$ cat src/decimating_moving_average_defines.svh
// Assertion macros for the decimating moving average block.
`ifndef DECIMATING_MOVING_AVERAGE_DEFINES_SVH
`define DECIMATING_MOVING_AVERAGE_DEFINES_SVH

`ifndef ASSERT_OFF
// Checked property, disabled while reset is asserted (active low).
`define DMA_ASSERT(lbl, clk, rst_n, prop, msg) \
  lbl: assert property (@(posedge clk) disable iff (!rst_n) (prop)) else $error(msg);
// Checked property, also evaluated during reset.
`define DMA_ASSERT_ALWAYS(lbl, clk, prop, msg) \
  lbl: assert property (@(posedge clk) (prop)) else $error(msg);
`else
`define DMA_ASSERT(lbl, clk, rst_n, prop, msg)
`define DMA_ASSERT_ALWAYS(lbl, clk, prop, msg)
`endif

`endif

$ cat src/dma_pkg.sv
// Shared types and constants for the decimating moving average block.
package dma_pkg;

  localparam int unsigned SAMPLE_W      = 12;
  localparam int unsigned WINDOW_W      = 5;
  localparam int unsigned PHASE_W       = 4;
  localparam int unsigned MAX_WINDOW    = 16;
  localparam logic [WINDOW_W-1:0] WINDOW_RESET = WINDOW_W'(8);
  localparam logic [PHASE_W-1:0]  DECIMATION   = PHASE_W'(10);

  typedef enum logic [1:0] {
    ST_IDLE,
    ST_SUM,
    ST_DIV,
    ST_OUT
  } state_e;

endpackage

$ cat src/decimating_moving_average.sv
// Decimating moving average: top level with delay line, sequencer and serial divider.
//
//  channel   dir  handshake              payload
//  -------   ---  ---------------------  ------------------------
//  input     in   in_valid_i/in_stall_o  sample_i [11:0]
//  output    out  out_valid_o/out_stall_i average_o [11:0]
//  config    in   cfg_valid_i/cfg_ready_o window_length_i [4:0]
//
// A sample that does not complete a decimation period only shifts the delay line and advances the phase.
// Every tenth sample starts the sequencer: accumulation of W samples through one
// adder (W = effective window), then restoring division of the SW = 12 +
// clog2(MAX_WINDOW) bit sum, one quotient bit a cycle, then the load of the
// output register.
// Reset clears the delay line, the phase counter and the window (to 8).
// in_stall_o is high while the sequencer runs; a waiting result only holds
// the sequencer in its last step, the delay line keeps taking samples after.
`include "decimating_moving_average_defines.svh"

module decimating_moving_average #(
  parameter int unsigned MAX_WINDOW = dma_pkg::MAX_WINDOW
) (
  input  logic                          clk_i,
  input  logic                          rst_ni,
  // input sample transactions
  input  logic                          in_valid_i,
  output logic                          in_stall_o,
  input  logic [dma_pkg::SAMPLE_W-1:0]  sample_i,
  // result transactions
  output logic                          out_valid_o,
  input  logic                          out_stall_i,
  output logic [dma_pkg::SAMPLE_W-1:0]  average_o,
  // window length register writes
  input  logic                          cfg_valid_i,
  output logic                          cfg_ready_o,
  input  logic [dma_pkg::WINDOW_W-1:0]  window_length_i
);

  // index into the delay line
  localparam int unsigned IW  = (MAX_WINDOW > 1) ? $clog2(MAX_WINDOW) : 1;
  // effective window value 1..MAX_WINDOW
  localparam int unsigned WW  = $clog2(MAX_WINDOW + 1);
  // sum of up to MAX_WINDOW samples, also the quotient shift register
  localparam int unsigned SW  = dma_pkg::SAMPLE_W + IW;
  localparam int unsigned DCW = $clog2(SW);

  dma_pkg::state_e state_q, state_d;

  logic [dma_pkg::SAMPLE_W-1:0] line_q [MAX_WINDOW];
  logic [dma_pkg::PHASE_W-1:0]  phase_q;
  logic [dma_pkg::WINDOW_W-1:0] window_q;
  logic [WW-1:0]                w_eff;

  logic [IW-1:0]                idx_q;
  logic [DCW-1:0]               div_cnt_q;
  logic [SW-1:0]                acc_q;
  logic [WW-1:0]                rem_q;

  logic                         out_valid_q;
  logic [dma_pkg::SAMPLE_W-1:0] average_q;

  logic                         in_acc;
  logic                         period_end;
  logic                         sum_last;
  logic                         out_free;
  logic                         out_load;
  logic [dma_pkg::PHASE_W-1:0]  phase_inc;

  // restoring divider step
  logic [WW:0]                  div_pair;
  logic [WW:0]                  div_diff;
  logic                         div_ge;

  // Window clamp: zero acts as one, anything above the line depth saturates.
  always_comb begin
    if (window_q == '0) begin
      w_eff = WW'(1);
    end else if (32'(window_q) > MAX_WINDOW) begin
      w_eff = WW'(MAX_WINDOW);
    end else begin
      w_eff = WW'(window_q);
    end
  end

  // window only changes while the sequencer is idle, so w_eff is stable per average
  assign cfg_ready_o = (state_q == dma_pkg::ST_IDLE);

  always_ff @(posedge clk_i or negedge rst_ni) begin
    if (!rst_ni) begin
      window_q <= dma_pkg::WINDOW_RESET;
    end else if (cfg_valid_i && cfg_ready_o) begin
      window_q <= window_length_i;
    end
  end

  assign in_stall_o = (state_q != dma_pkg::ST_IDLE);
  assign in_acc     = in_valid_i && !in_stall_o;
  assign phase_inc  = phase_q + dma_pkg::PHASE_W'(1);
  assign period_end = (phase_inc >= dma_pkg::DECIMATION);
  assign sum_last   = (WW'(idx_q) == (w_eff - WW'(1)));
  assign out_free   = !out_valid_q || !out_stall_i;

  // Sequencer
  always_ff @(posedge clk_i or negedge rst_ni) begin
    if (!rst_ni) begin
      state_q <= dma_pkg::ST_IDLE;
    end else begin
      state_q <= state_d;
    end
  end

  always_comb begin
    state_d  = state_q;
    out_load = 1'b0;
    unique case (state_q)
      dma_pkg::ST_IDLE: begin
        if (in_acc && period_end) begin
          state_d = dma_pkg::ST_SUM;
        end
      end
      dma_pkg::ST_SUM: begin
        if (sum_last) begin
          state_d = dma_pkg::ST_DIV;
        end
      end
      dma_pkg::ST_DIV: begin
        if (div_cnt_q == '0) begin
          state_d = dma_pkg::ST_OUT;
        end
      end
      dma_pkg::ST_OUT: begin
        if (out_free) begin
          out_load = 1'b1;
          state_d  = dma_pkg::ST_IDLE;
        end
      end
      default: state_d = dma_pkg::ST_IDLE;
    endcase
  end

  // Delay line: only the newest w_eff positions move.
  always_ff @(posedge clk_i or negedge rst_ni) begin
    if (!rst_ni) begin
      for (int i = 0; i < MAX_WINDOW; i++) begin
        line_q[i] <= '0;
      end
    end else if (in_acc) begin
      line_q[0] <= sample_i;
      for (int i = 1; i < MAX_WINDOW; i++) begin
        if (32'(w_eff) > i) begin
          line_q[i] <= line_q[i-1];
        end
      end
    end
  end

  always_ff @(posedge clk_i or negedge rst_ni) begin
    if (!rst_ni) begin
      phase_q <= '0;
    end else if (in_acc) begin
      phase_q <= period_end ? '0 : phase_inc;
    end
  end

  // Restoring division: shift the next dividend bit into the remainder.
  assign div_pair = {rem_q, acc_q[SW-1]};
  assign div_diff = div_pair - {1'b0, w_eff};
  assign div_ge   = (div_pair >= {1'b0, w_eff});

  // Accumulator / quotient datapath
  always_ff @(posedge clk_i) begin
    unique case (state_q)
      dma_pkg::ST_IDLE: begin
        acc_q <= '0;
        idx_q <= '0;
      end
      dma_pkg::ST_SUM: begin
        acc_q     <= acc_q + SW'(line_q[idx_q]);
        idx_q     <= idx_q + IW'(1);
        rem_q     <= '0;
        div_cnt_q <= DCW'(SW - 1);
      end
      dma_pkg::ST_DIV: begin
        div_cnt_q <= div_cnt_q - DCW'(1);
        if (div_ge) begin
          rem_q <= div_diff[WW-1:0];
          acc_q <= {acc_q[SW-2:0], 1'b1};
        end else begin
          rem_q <= div_pair[WW-1:0];
          acc_q <= {acc_q[SW-2:0], 1'b0};
        end
      end
      dma_pkg::ST_OUT: begin
        acc_q <= acc_q;
      end
      default: acc_q <= acc_q;
    endcase
  end

  // Output register
  always_ff @(posedge clk_i or negedge rst_ni) begin
    if (!rst_ni) begin
      out_valid_q <= 1'b0;
    end else if (out_load) begin
      out_valid_q <= 1'b1;
    end else if (!out_stall_i) begin
      out_valid_q <= 1'b0;
    end
  end

  always_ff @(posedge clk_i) begin
    if (out_load) begin
      average_q <= acc_q[dma_pkg::SAMPLE_W-1:0];
    end
  end

  assign out_valid_o = out_valid_q;
  assign average_o   = average_q;

  // Assertions
  `DMA_ASSERT(a_phase_range, clk_i, rst_ni, phase_q < dma_pkg::DECIMATION, "phase out of range")
  `DMA_ASSERT(a_quiet_sample, clk_i, rst_ni, in_acc && !period_end |=> state_q == dma_pkg::ST_IDLE, "sequencer started early")
  `DMA_ASSERT(a_rem_bound, clk_i, rst_ni, state_q == dma_pkg::ST_DIV |-> rem_q < w_eff, "remainder not below divisor")
  `DMA_ASSERT(a_result_src, clk_i, rst_ni, $rose(out_valid_o) |-> $past(state_q) == dma_pkg::ST_OUT, "result without division")
  `DMA_ASSERT(a_no_overwrite, clk_i, rst_ni, out_load |-> out_free, "pending result overwritten")

endmodule
$ cat config.mk
export PLATFORM = sky130hd
export DESIGN_NAME = decimating_moving_average
export DESIGN_NICKNAME = d
export VERILOG_FILES = /design/src/dma_pkg.sv /design/src/decimating_moving_average.sv
export VERILOG_INCLUDE_DIRS = /design/src /design/src/src
export SDC_FILE = /design/constraint.sdc
export NUM_CORES = 1
export LEC_CHECK = 0
export ABC_CLOCK_PERIOD_IN_PS = 4850
export BUFFER_PORTS_ARGS = -buffer_cell sky130_fd_sc_hd__buf_2
export CORE_MARGIN = 4
export CORE_UTILIZATION = 52
export CTS_CLUSTER_DIAMETER = 60
export DETAILED_ROUTE_END_ITERATION = 8
export PLACE_DENSITY = 0.69
export SLEW_MARGIN = 20
export SYNTH_ARGS = -nofsm -noshare
export SYNTH_HDL_FRONTEND = slang
export SYNTH_SLANG_ARGS = --single-unit
$ cat constraint.sdc
create_clock -name clk_i -period 4.85 [get_ports clk_i]
set_input_delay 0 -clock clk_i [delete_from_list [all_inputs] [get_ports clk_i]]
set_output_delay 0 -clock clk_i [all_outputs]
set_load 0.05 [all_outputs]
# After elaboration in Yosys (flattened, before gate mapping)
# Index checks and enable logic that the tools add are counted.
dict set report op_classes {
  add_sub_neg 6
  magnitude_cmp 19
  n_eq_ne 9
  muxes 21
  bitwise_logic 1
  reduce_logical 29
}
# op count
set op_table {}
lappend op_table {{binary-select mux 12 bit (select 4 bit)} 1}
lappend op_table {{case mux 16 bit (3 select lines)} 1}
lappend op_table {{greater-than comparator 5 x 4 -> 1 bit, second input constant} 8}
lappend op_table {{AND reduction 2 bit} 15}
lappend op_table {{two-way mux 12 bit} 2}
lappend op_table {{greater-than comparator 5 x 3 -> 1 bit, second input constant} 4}
lappend op_table {{adder 16 x 12 -> 16 bit} 1}
lappend op_table {{case mux 4 bit (2 select lines)} 2}
lappend op_table {{two-way mux 5 bit} 3}
lappend op_table {{greater-than comparator 5 x 2 -> 1 bit, second input constant} 2}
lappend op_table {{case mux 5 bit (2 select lines)} 1}
lappend op_table {{adder 4 x 1 -> 4 bit, second input constant} 2}
lappend op_table {{two-way mux 2 bit} 4}
lappend op_table {{case mux 2 bit (4 select lines)} 1}
lappend op_table {{greater-or-equal comparator 6 x 5 -> 1 bit} 1}
lappend op_table {{inequality test 2 bit, second input constant} 3}
lappend op_table {{nonzero test 2 bit} 3}
lappend op_table {{equality test 4 x 5 -> 1 bit} 1}
lappend op_table {{greater-or-equal comparator 5 bit, second input constant} 1}
lappend op_table {{greater-than comparator 5 x 1 -> 1 bit, second input constant} 1}
lappend op_table {{greater-than comparator 5 bit, second input constant} 1}
lappend op_table {{logical NOT 5 bit} 1}
lappend op_table {{two-way mux 1 bit} 5}
lappend op_table {{NOT 4 -> 5 bit} 1}
lappend op_table {{other kinds (14)} 20}
dict set report word_totals {
  ff_bits 245
  inputBits 22
  out_inout_bits 15
  elab_cells 110
}

# Logic depth before layout (Yosys ltp)
# Gate-level depths: netlist (run 1).
dict set report depth {
  ltp_word 7
  depth_mapped 13
  ltp_nobuf 11
}

# Least setup slack after synthesis (run 1)
# OpenSTA, ideal clock, no wires.
dict set report synth_path {
  path_type {reg-to-reg}
  start {register idx_q[0]}
  end {register acc_q[12], data pin}
  setup_ns 0.257
  t_arrival_ns 3.603
  t_required_ns 4.593
  path_slack_ns 0.990
  path_stages_with_launch 14
  n_path_buf 2
  period_less_slack_ns 3.860
  path_cell_list {edfxtp_1 -> clkbuf_1 -> buf_2 -> mux4_2 -> mux4_2 -> ha_1 -> inv_1 -> fa_1 -> nor2b_4 -> o31a_1 -> o2111ai_2 -> a21oi_2 -> or4_1 -> a32o_1}
}
dict set report synth_between {
  elab_chain_cells 6
}
# element line
set synth_lines {}
lappend synth_lines {{start, declared} decimating_moving_average.sv:53} ;# logic [IW-1:0] idx_q;
lappend synth_lines {{start signal, assigned} decimating_moving_average.sv:178} ;# idx_q <= idx_q + IW'(1);
lappend synth_lines {{NOT 4 -> 5 bit (implied by the code)} decimating_moving_average.sv:177} ;# acc_q <= acc_q + SW'(line_q[idx_q]);
lappend synth_lines {{binary-select mux 12 bit (select 4 bit)} decimating_moving_average.sv:177}
lappend synth_lines {{two-way mux 12 bit (implied by the code) (2 in a row)} decimating_moving_average.sv:177}
lappend synth_lines {{adder 16 x 12 -> 16 bit} decimating_moving_average.sv:177}
lappend synth_lines {{case mux 16 bit (3 select lines)} decimating_moving_average.sv:171} ;# unique case (state_q)
lappend synth_lines {{end signal, assigned} decimating_moving_average.sv:177}
lappend synth_lines {{end signal, assigned} decimating_moving_average.sv:186} ;# acc_q <= {acc_q[SW-2:0], 1'b1};
lappend synth_lines {{end signal, assigned} decimating_moving_average.sv:189} ;# acc_q <= {acc_q[SW-2:0], 1'b0};
lappend synth_lines {{end, declared} decimating_moving_average.sv:55} ;# logic [SW-1:0] acc_q;
# Every way passes these cells. The select of a mux whose other input is x is not followed.
# A chain may end at the register's enable or synchronous reset.

# Worst setup path in the final report (run 1)
dict set report layout_path {
  start {register idx_q[1]}
  end {register acc_q[12], data pin}
}
# The elaborated chain is that of the path after synthesis.

==> results of run 1 <==
-- per-stage QoR --
step | instance area (um2) | cells | hold WS, ns | worst slack [ns] | util
6_report | 13700 | 1204 | 0.0217 | 0.815 | 0.604
5_1_grt | 13700 | 1204 | 0.0523 | 0.578 | 0.604
4_1_cts | 13700 | 1204 | 0.00834 | 0.832 | 0.604
3_5_place_dp | 12500 | 1130 | 0.195 | 0.849 | 0.550
3_3_place_gp | 12500 | 1130 | 0.187 | 0.921 | 0.550
2_1_floorplan | 12000 | 844 | -0.296 | 0.990 | -
-- power breakdown --
group	total [uW]	internal, uW	switching, uW
logic	3750	1770	1980
clock network	2250	1390	854
registers	3500	2860	640
total	9500	6020	3480
-- routing by layer --
metal | track usage | vias to the layer above | share of wire
met5 | 0 | - | 0
met2 | 0.326 | 158 | 0.48
met4 | 0.0379 | 0 | 0.010
li1 | - | 3242 | -
met3 | 0.0382 | 23 | 0.051
met1 | 0.311 | 3666 | 0.46
-- cells in the final DEF (no fill, tap or decap), types with 6 or more instances in the layout --
master	instances
nor2_1	20
buf_2	35
nand2_1	73
edfxtp_1	41
and2_1	6
dfrtp_1	203
o21ai_0	13
mux2_1	167
buf_4	8
mux2_2	19
mux4_2	60
dlygate4sd3_1	24
o21ai_1	13
a21oi_2	11
a21oi_1	11
clkbuf_16	27
inv_1	19
ha_1	28
bufinv_16	6
nand3_1	7
xnor2_1	16
-- state kept, by name, indices dropped and copies added, names as in the netlist --
| signal | flops |
|---|---|
| acc_q | 16 |
| average_o | 12 |
| div_cnt_q | 4 |
| idx_q | 4 |
| line_q | 192 |
| out_valid_o | 1 |
| phase_q | 4 |
| rem_q | 5 |
| state_q | 2 |
| window_q | 5 |
-- cell type report --
type / count / area [um2]
fill: 1710 / 8960
sequential: 245 / 6340
multi-input combinational: 532 / 5390
clock buffer: 32 / 724
timing repair buffer: 70 / 531
tap: 285 / 357
clock inverter: 18 / 259
inverter: 22 / 82.6
-- tightest hold or removal path: stages --
cell     delay, ns
buf_2         0.13
nand3_1       0.07
a221o_1       0.15
a21oi_2       0.05
mux2i_1       0.11
-- path summary, 6_finish.rpt --
check                                             from                endpoint
worst max-delay path            idx_q[1]$_SDFFCE_PN0P_     acc_q[12]$_DFFE_PN_
worst min-delay path                        in_valid_i  state_q[0]$_DFFE_PN0P_
worst max register to register  idx_q[1]$_SDFFCE_PN0P_     acc_q[12]$_DFFE_PN_
worst min register to register   line_q[3]$_DFFE_PN0P_   line_q[3]$_DFFE_PN0P_
max in group asynchronous                       rst_ni  line_q[86]$_DFFE_PN0P_
min in group asynchronous                       rst_ni  line_q[21]$_DFFE_PN0P_
-- cells by family after synthesis --
logic type | Yosys count
buffers and inverters | 67
flip-flops | 245
AO/OA/AOI/OAI | 88
AND/OR/NAND/NOR | 144
multiplexers | 248
XOR/XNOR | 21
adder cells (fa/ha/maj) | 31
==> tab_implementation.tex, run 1 <==
\begin{tabular}{lr}
\hline
Metric & Value \\
\hline
\multicolumn{2}{l}{\textbf{Final layout}} \\
\quad Number of nets in the final layout & 950 \\
\quad Layout area overhead & 14.2\% \\
\quad Fraction of layout cells with a size suffix above 1 & 0.220 \\
\quad Number of antenna diodes & 0 \\
\multicolumn{2}{l}{\textbf{Die}} \\
\quad Die outline width & approximately 160 um \\
\quad Full die area & around 0.026 mm2 \\
\quad Core outline area & roughly 0.023 mm2 \\
\quad Initial Utilization & 0.529 \\
\quad Top-level port count & 37 \\
\quad Placement row count & 55 \\
\quad Vert. Die Dim & 160 um \\
\multicolumn{2}{l}{\textbf{Drt}} \\
\quad Routed wire length per instance & roughly 21 um \\
\quad Total vias in the final route & just over 7000 \\
\quad Detailed-router iteration count before antenna repair & 5 \\
\quad Post-route antenna net violation count & 0 \\
\quad First-iteration detailed-routing DRC count & between 400 and 500 \\
\quad Vias per Instance & between 5 and 6 \\
\quad DRC violation count after routing & 0 \\
\quad Wirelength, routed & approximately 26 mm \\
\multicolumn{2}{l}{\textbf{Synthesis}} \\
\quad Most used flip-flop cell after synthesis & dfrtp\_1 \\
\quad Synth cell count leaders & dfrtp\_1, mux2\_1, nand2\_1, mux4\_2, edfxtp\_1 \\
\quad Fraction of synthesis flops using an asynchronous set or reset pin & 0.833 \\
\quad FF+latch count, synth & $\sim$250 \\
\quad Sequential element share of the synthesized area & 0.529 \\
\quad Combined area of all synthesized cells & roughly 0.012 mm2 \\
\quad Fraction of the mapped netlist area in simple logic gates & 0.0574 \\
\quad Yosys top cell area share & 0.424 \\
\quad Number of standard cells after synthesis & $\sim$840 \\
\quad Area share of xor/xnor cells in the synthesized design & 0.0154 \\
\quad Most area-consuming cells after synthesis & dfrtp\_1, mux2\_1, mux4\_2, edfxtp\_1, ha\_1 \\
\quad Synthesized Nets & 896 \\
\quad Number of enable-type register cells in the synthesized netlist & around 40 \\
\quad Library cell occupying the most area in the post-synthesis netlist & dfrtp\_1 \\
\quad Synth Area in Compound Gates & 0.0512 \\
\quad Synthesized area per cell & between 10 and 15 um2 \\
\quad Cell variety after synth & 69 \\
\quad Total number of yosys warnings & 0 \\
\quad Multiplexer area fraction after synthesis & 0.289 \\
\quad Area share of fa/ha/maj cells after synthesis & 0.0335 \\
\quad Most frequent cell after synthesis & dfrtp\_1 \\
\quad Main combinational cell family by area after synthesis & multiplexers \\
\multicolumn{2}{l}{\textbf{STA}} \\
\quad Setup repair after global routing missed its margin & false \\
\quad Time the worst path needs with I/O delays and setup & $\sim$4.0 ns \\
\quad Pin slew with the least headroom to its limit & approximately 1.1 ns \\
\quad Post-route setup TNS & 0 ns \\
\quad Fin Clk Skew & approximately 0.016 ns \\
\quad Final cycle utilization of the critical path & 0.832 \\
\quad Tightest slew margin relative to the limit & 0.282 \\
\quad Maximum clock rate & roughly 250 MHz \\
\quad Final Slew Violations & 0 \\
\quad Count of endpoints failing hold in the final timing report & 0 \\
\quad Final Setup Violations & 0 \\
\multicolumn{2}{l}{\textbf{Global routing}} \\
\quad Number of antenna violations at the first check in global routing & 0 \\
\quad Overall routing resource usage & 0.208 \\
\quad Number of global-route vias before repair & between 7000 and 8000 \\
\quad Global-route wire length before repair & 42.5 mm \\
\quad Pin count of the biggest net entering global routing & 132 \\
\quad Overflow after GRT & 0 \\
\multicolumn{2}{l}{\textbf{Setup path}} \\
\quad Crit path arrival time & 4.32 ns \\
\quad Critical Path Stages & 10 \\
\quad Internal reg-to-reg setup slack & between 0.8 and 0.9 ns \\
\quad Crit path max-delay family & flip-flops \\
\quad Cell seen most often among critical-path stages & mux4\_2 \\
\quad Largest incremental delay on the critical path & 0.89 ns \\
\quad Depth of the worst register-to-register path & 10 \\
\quad Kind of critical path & flip-flop to flip-flop \\
\quad Startpoint type of the worst setup path & flip-flop \\
\quad Maximum fanout along the worst path & 16 \\
\quad Crit path buf inv count & 1 \\
\quad Cell-by-cell listing of the critical path & buf\_4 > mux4\_2 > mux4\_2 > ha\_1 > nor2b\_4 > o31a\_1 > o2111ai\_2 > a21oi\_2 > or4\_1 > a32o\_1 \\
\quad Kind of end point of the critical path & flip-flop \\
\quad Data required, critical path & around 5 ns \\
\quad Cell with the biggest individual delay on the critical path & edfxtp\_1 \\
\multicolumn{2}{l}{\textbf{Hold path}} \\
\quad Cell depth of the worst min-delay path & 5 \\
\quad Path type of the worst min-delay path & input port to flip-flop \\
\multicolumn{2}{l}{\textbf{CTS}} \\
\quad CTS buffer count & 27 \\
\quad Number of post-CTS setup repair buffers & 0 \\
\quad Number of clock sinks & between 200 and 250 \\
\quad Clock tree from TritonCTS & built \\
\quad Worst-case clock buffer depth & 3 \\
\quad Clock latency at the later pin of the worst-skew pair & 0.54 ns \\
\quad Number of hold buffers added after cts & 24 \\
\quad Quantity of gates resized following cts & 0 \\
\quad Register clock-pin slew on the reported worst setup and hold paths & 0.06 ns \\
\quad Library cell used as clock root buffer & clkbuf\_16 \\
\quad Max H-tree Level & 1 \\
\multicolumn{2}{l}{\textbf{Pwr}} \\
\quad Power Dens Cells & 694 mW/mm2 \\
\quad Leakage power summed over all cells & between 0.006 and 0.007 uW \\
\quad Total power of the final layout & between 9000 and 10000 uW \\
\quad Max VDD drop & approximately 300 uV \\
\multicolumn{2}{l}{\textbf{Job}} \\
\quad Max-cap violation count & 0 \\
\multicolumn{2}{l}{\textbf{Placement}} \\
\quad Detailed-placement wirelength estimate & about 17 mm \\
\quad Final estimated routing congestion in global placement & 0.831 \\
\quad Count of port buffers added during placement & 36 \\
\multicolumn{2}{l}{\textbf{Outcome}} \\
\quad Result of the run & complete, no violations \\
\hline
\end{tabular}
No activity file was read; power rests on OpenSTA's default activity.
==> inputs of run 2 (changes only) <==
--- a/config.mk
+++ b/config.mk
@@ -6,7 +6,7 @@
 export SDC_FILE = /design/constraint.sdc
 export NUM_CORES = 1
 export LEC_CHECK = 0
-export ABC_CLOCK_PERIOD_IN_PS = 4850
+export ABC_CLOCK_PERIOD_IN_PS = 4100
 export BUFFER_PORTS_ARGS = -buffer_cell sky130_fd_sc_hd__buf_2
 export CORE_MARGIN = 4
 export CORE_UTILIZATION = 52
==> constraint.sdc (replaced) <==
create_clock -name clk_i -period 4.1 [get_ports clk_i]
set_input_delay 0 -clock clk_i [delete_from_list [all_inputs] [get_ports clk_i]]
set_output_delay 0 -clock clk_i [all_outputs]
set_load 0.05 [all_outputs]
==> tab_implementation.tex, run 2 (same netlist as run 1, synthesis figures left out) <==
\begin{tabular}{lr}
\hline
Metric & Value \\
\hline
\multicolumn{2}{l}{\textbf{Outcome}} \\
\quad Result of the run & complete, no violations \\
\multicolumn{2}{l}{\textbf{Drt}} \\
\quad Wirelength, routed & 25.0 mm (-2.6\%) \\
\quad DRC violation count after routing & 0 (unchanged) \\
\quad Detailed-router iteration count before antenna repair & 5 (unchanged) \\
\quad Total vias in the final route & 7078 (-0.16\%) \\
\quad Vias per Instance & 5.82 (-1.1\%) \\
\quad First-iteration detailed-routing DRC count & 436 (-5.6\%) \\
\quad Post-route antenna net violation count & 0 (unchanged) \\
\quad Routed wire length per instance & 20.6 um (-3.6\%) \\
\multicolumn{2}{l}{\textbf{Die}} \\
\quad Die outline width & 160 um (unchanged) \\
\quad Vert. Die Dim & 160 um (unchanged) \\
\quad Top-level port count & 37 (unchanged) \\
\quad Initial Utilization & 0.529 (unchanged) \\
\quad Full die area & 0.0255 mm2 (unchanged) \\
\quad Placement row count & 55 (unchanged) \\
\quad Core outline area & 0.0226 mm2 (unchanged) \\
\multicolumn{2}{l}{\textbf{Pwr}} \\
\quad Switching part of the total power & 0.362 (-0.00409) \\
\quad Cell-internal power & 7110 uW (+18\%) \\
\quad Leakage power summed over all cells & 0.00630 uW (+1.2\%) \\
\quad Total power of the final layout & 11100 uW (+17\%) \\
\quad Clock power frac & 0.231 (-0.005) \\
\quad Max VDD drop & 316 uV (+4.2\%) \\
\quad Power Dens Cells & 811 mW/mm2 (+17\%) \\
\quad Switch Pwr & 4030 uW (+16\%) \\
\quad Sequential cell fraction of total power & 0.366 (-0.003) \\
\quad Gate power share & 0.403 (+0.008) \\
\multicolumn{2}{l}{\textbf{Setup path}} \\
\quad Internal reg-to-reg setup slack & 0.26 ns (-0.56 ns) \\
\quad Kind of end point of the critical path & flip-flop \\
\quad Maximum fanout along the worst path & 22 (+6) \\
\quad Startpoint type of the worst setup path & flip-flop \\
\quad Depth of the worst register-to-register path & 10 (unchanged) \\
\quad Data required, critical path & 4.39 ns (-0.74 ns) \\
\quad Kind of critical path & flip-flop to flip-flop \\
\quad Crit path arrival time & 4.13 ns (-0.19 ns) \\
\multicolumn{2}{l}{\textbf{Placement}} \\
\quad Detailed-placement wirelength estimate & 16.6 mm (about the same) \\
\quad Post-placement setup slack & 0.292 ns (-0.557 ns) \\
\quad Final estimated routing congestion in global placement & 0.843 (+1.4\%) \\
\quad Count of port buffers added during placement & 36 (unchanged) \\
\multicolumn{2}{l}{\textbf{CTS}} \\
\quad Max H-tree Level & 1 (unchanged) \\
\quad Clock tree from TritonCTS & built \\
\quad Number of clock sinks & 245 (unchanged) \\
\quad Worst-case clock buffer depth & 3 (unchanged) \\
\quad CTS buffer count & 28 (+3.7\%) \\
\quad Library cell used as clock root buffer & clkbuf\_16 \\
\quad Clock latency at the later pin of the worst-skew pair & 0.54 ns (about the same) \\
\quad Register clock-pin slew on the reported worst setup and hold paths & 0.06 ns (about the same) \\
\multicolumn{2}{l}{\textbf{Final layout}} \\
\quad Most common cell after layout, fill and taps aside & dfrtp\_1 \\
\quad Highest-count cells in the layout ignoring fill and taps & dfrtp\_1, mux2\_1, nand2\_1, mux4\_2, edfxtp\_1 \\
\quad Number of nets in the final layout & 962 (+1.3\%) \\
\quad Fraction of layout cells with a size suffix above 1 & 0.218 (-0.00176) \\
\quad Layout area overhead & 14.8\% \\
\quad Number of antenna diodes & 0 (unchanged) \\
\quad Largest register FFs & 192 (unchanged) \\
\quad Top reg by flops & line\_q \\
\quad Final Util & 0.607 (+0.00271) \\
\multicolumn{2}{l}{\textbf{STA}} \\
\quad Tightest slew margin relative to the limit & 0.326 (+0.0437) \\
\quad Worst setup slack after layout & 0.257 ns (-0.558 ns) \\
\quad Fin Clk Skew & 0.0137 ns (-0.00194 ns) \\
\quad Count of endpoints failing hold in the final timing report & 0 (unchanged) \\
\quad Final Setup Violations & 0 (unchanged) \\
\quad Setup repair after global routing missed its margin & false \\
\quad Worst Hold Slack & 0.0101 ns (-0.0116 ns) \\
\quad Pin slew with the least headroom to its limit & 1.01 ns (-0.0679 ns) \\
\quad Final Slew Violations & 0 (unchanged) \\
\quad Maximum clock rate & 260 MHz (+5.0\%) \\
\quad Final cycle utilization of the critical path & 0.937 (+0.105) \\
\quad Time the worst path needs with I/O delays and setup & 3.84 ns (-0.192 ns) \\
\quad Post-route setup TNS & 0 ns (unchanged) \\
\multicolumn{2}{l}{\textbf{Hold path}} \\
\quad Path type of the worst min-delay path & input port to flip-flop \\
\quad Cell depth of the worst min-delay path & 5 (unchanged) \\
\multicolumn{2}{l}{\textbf{Global routing}} \\
\quad Overflow after GRT & 0 (unchanged) \\
\quad GR Util met1 & 0.306 (-0.00501) \\
\quad GR Layer Usage met3 & 0.0235 (-0.0147) \\
\quad Number of antenna violations at the first check in global routing & 0 (unchanged) \\
\quad Overall routing resource usage & 0.201 (-0.00732) \\
\quad Number of global-route vias before repair & 7374 (-0.82\%) \\
\quad Met2 track demand over resource & 0.312 (-0.0145) \\
\quad Global-route wire length before repair & 41.3 mm (-2.9\%) \\
\quad Pin count of the biggest net entering global routing & 104 (-21\%) \\
\quad Layer carrying the most global-route usage & met2 \\
\multicolumn{2}{l}{\textbf{Job}} \\
\quad Max-cap violation count & 0 (unchanged) \\
\hline
\end{tabular}
-- run 2: stage by stage --
| step | instances | area, um2 |
|---|---|---|
| 2_1_floorplan | 844 | 12000 |
| 3_3_place_gp | 1141 | 12500 |
| 3_5_place_dp | 1141 | 12500 |
| 4_1_cts | 1216 | 13700 |
| 5_1_grt | 1216 | 13700 |
| 6_report | 1216 | 13700 |
-- run 2: timing repair --
action | 4_1_cts | 5_1_grt
hold buffers | 24 | 0
resized for setup | 0 | 0
endpoints found under the hold margin | 117 | 0
setup buffers | 0 | 0
-- run 2: layout make-up --
| type | instances | area, um2 |
|---|---|---|
| fillers | 1703 | 8900 |
| flip-flops and latches | 245 | 6340 |
| multi-input cells | 532 | 5360 |
| clock buffers | 44 | 913 |
| repair buffers | 81 | 624 |
| well taps | 285 | 357 |
| inverters | 22 | 82.6 |
| clock inverters | 7 | 75.1 |
-- run 2: worst max-delay path, cell delays in order, from the launching register on --
cell	delay (ns)
edfxtp_1	0.40
buf_12	0.22
mux4_2	0.58
mux4_2	0.50
ha_1	0.30
a211oi_1	0.35
o21bai_1	0.15
a2111oi_0	0.65
o31ai_1	0.18
xnor2_1	0.17
o21ai_1	0.07
-- run 2: power by group through the flow --
stage                     Combinational (uW)  Sequential, uW  Clock, uW
after floorplan                         3410            3930          0
after global placement                  4370            4080          0
after detailed placement                4430            4100          0
after CTS                               4530            4070       2620
after global routing                    4930            4200       2740
final                                   4490            4080       2580
-- run 2: worst paths after layout --
check | from | to
max in group asynchronous | rst_ni | line_q[36]$_DFFE_PN0P_
setup reg to reg | idx_q[0]$_SDFFCE_PN0P_ | acc_q[9]$_DFFE_PN_
hold / removal | in_valid_i | state_q[0]$_DFFE_PN0P_
setup / recovery | idx_q[0]$_SDFFCE_PN0P_ | acc_q[9]$_DFFE_PN_
min in group asynchronous | rst_ni | line_q[91]$_DFFE_PN0P_
hold reg to reg | line_q[9]$_DFFE_PN0P_ | line_q[9]$_DFFE_PN0P_
-- run 2: routing by layer --
metal  vias up  wire length [um]
li1       3256                 -
met1      3644             12000
met2       143             11500
met3        35              1130
met4         0               465
met5         -                 0
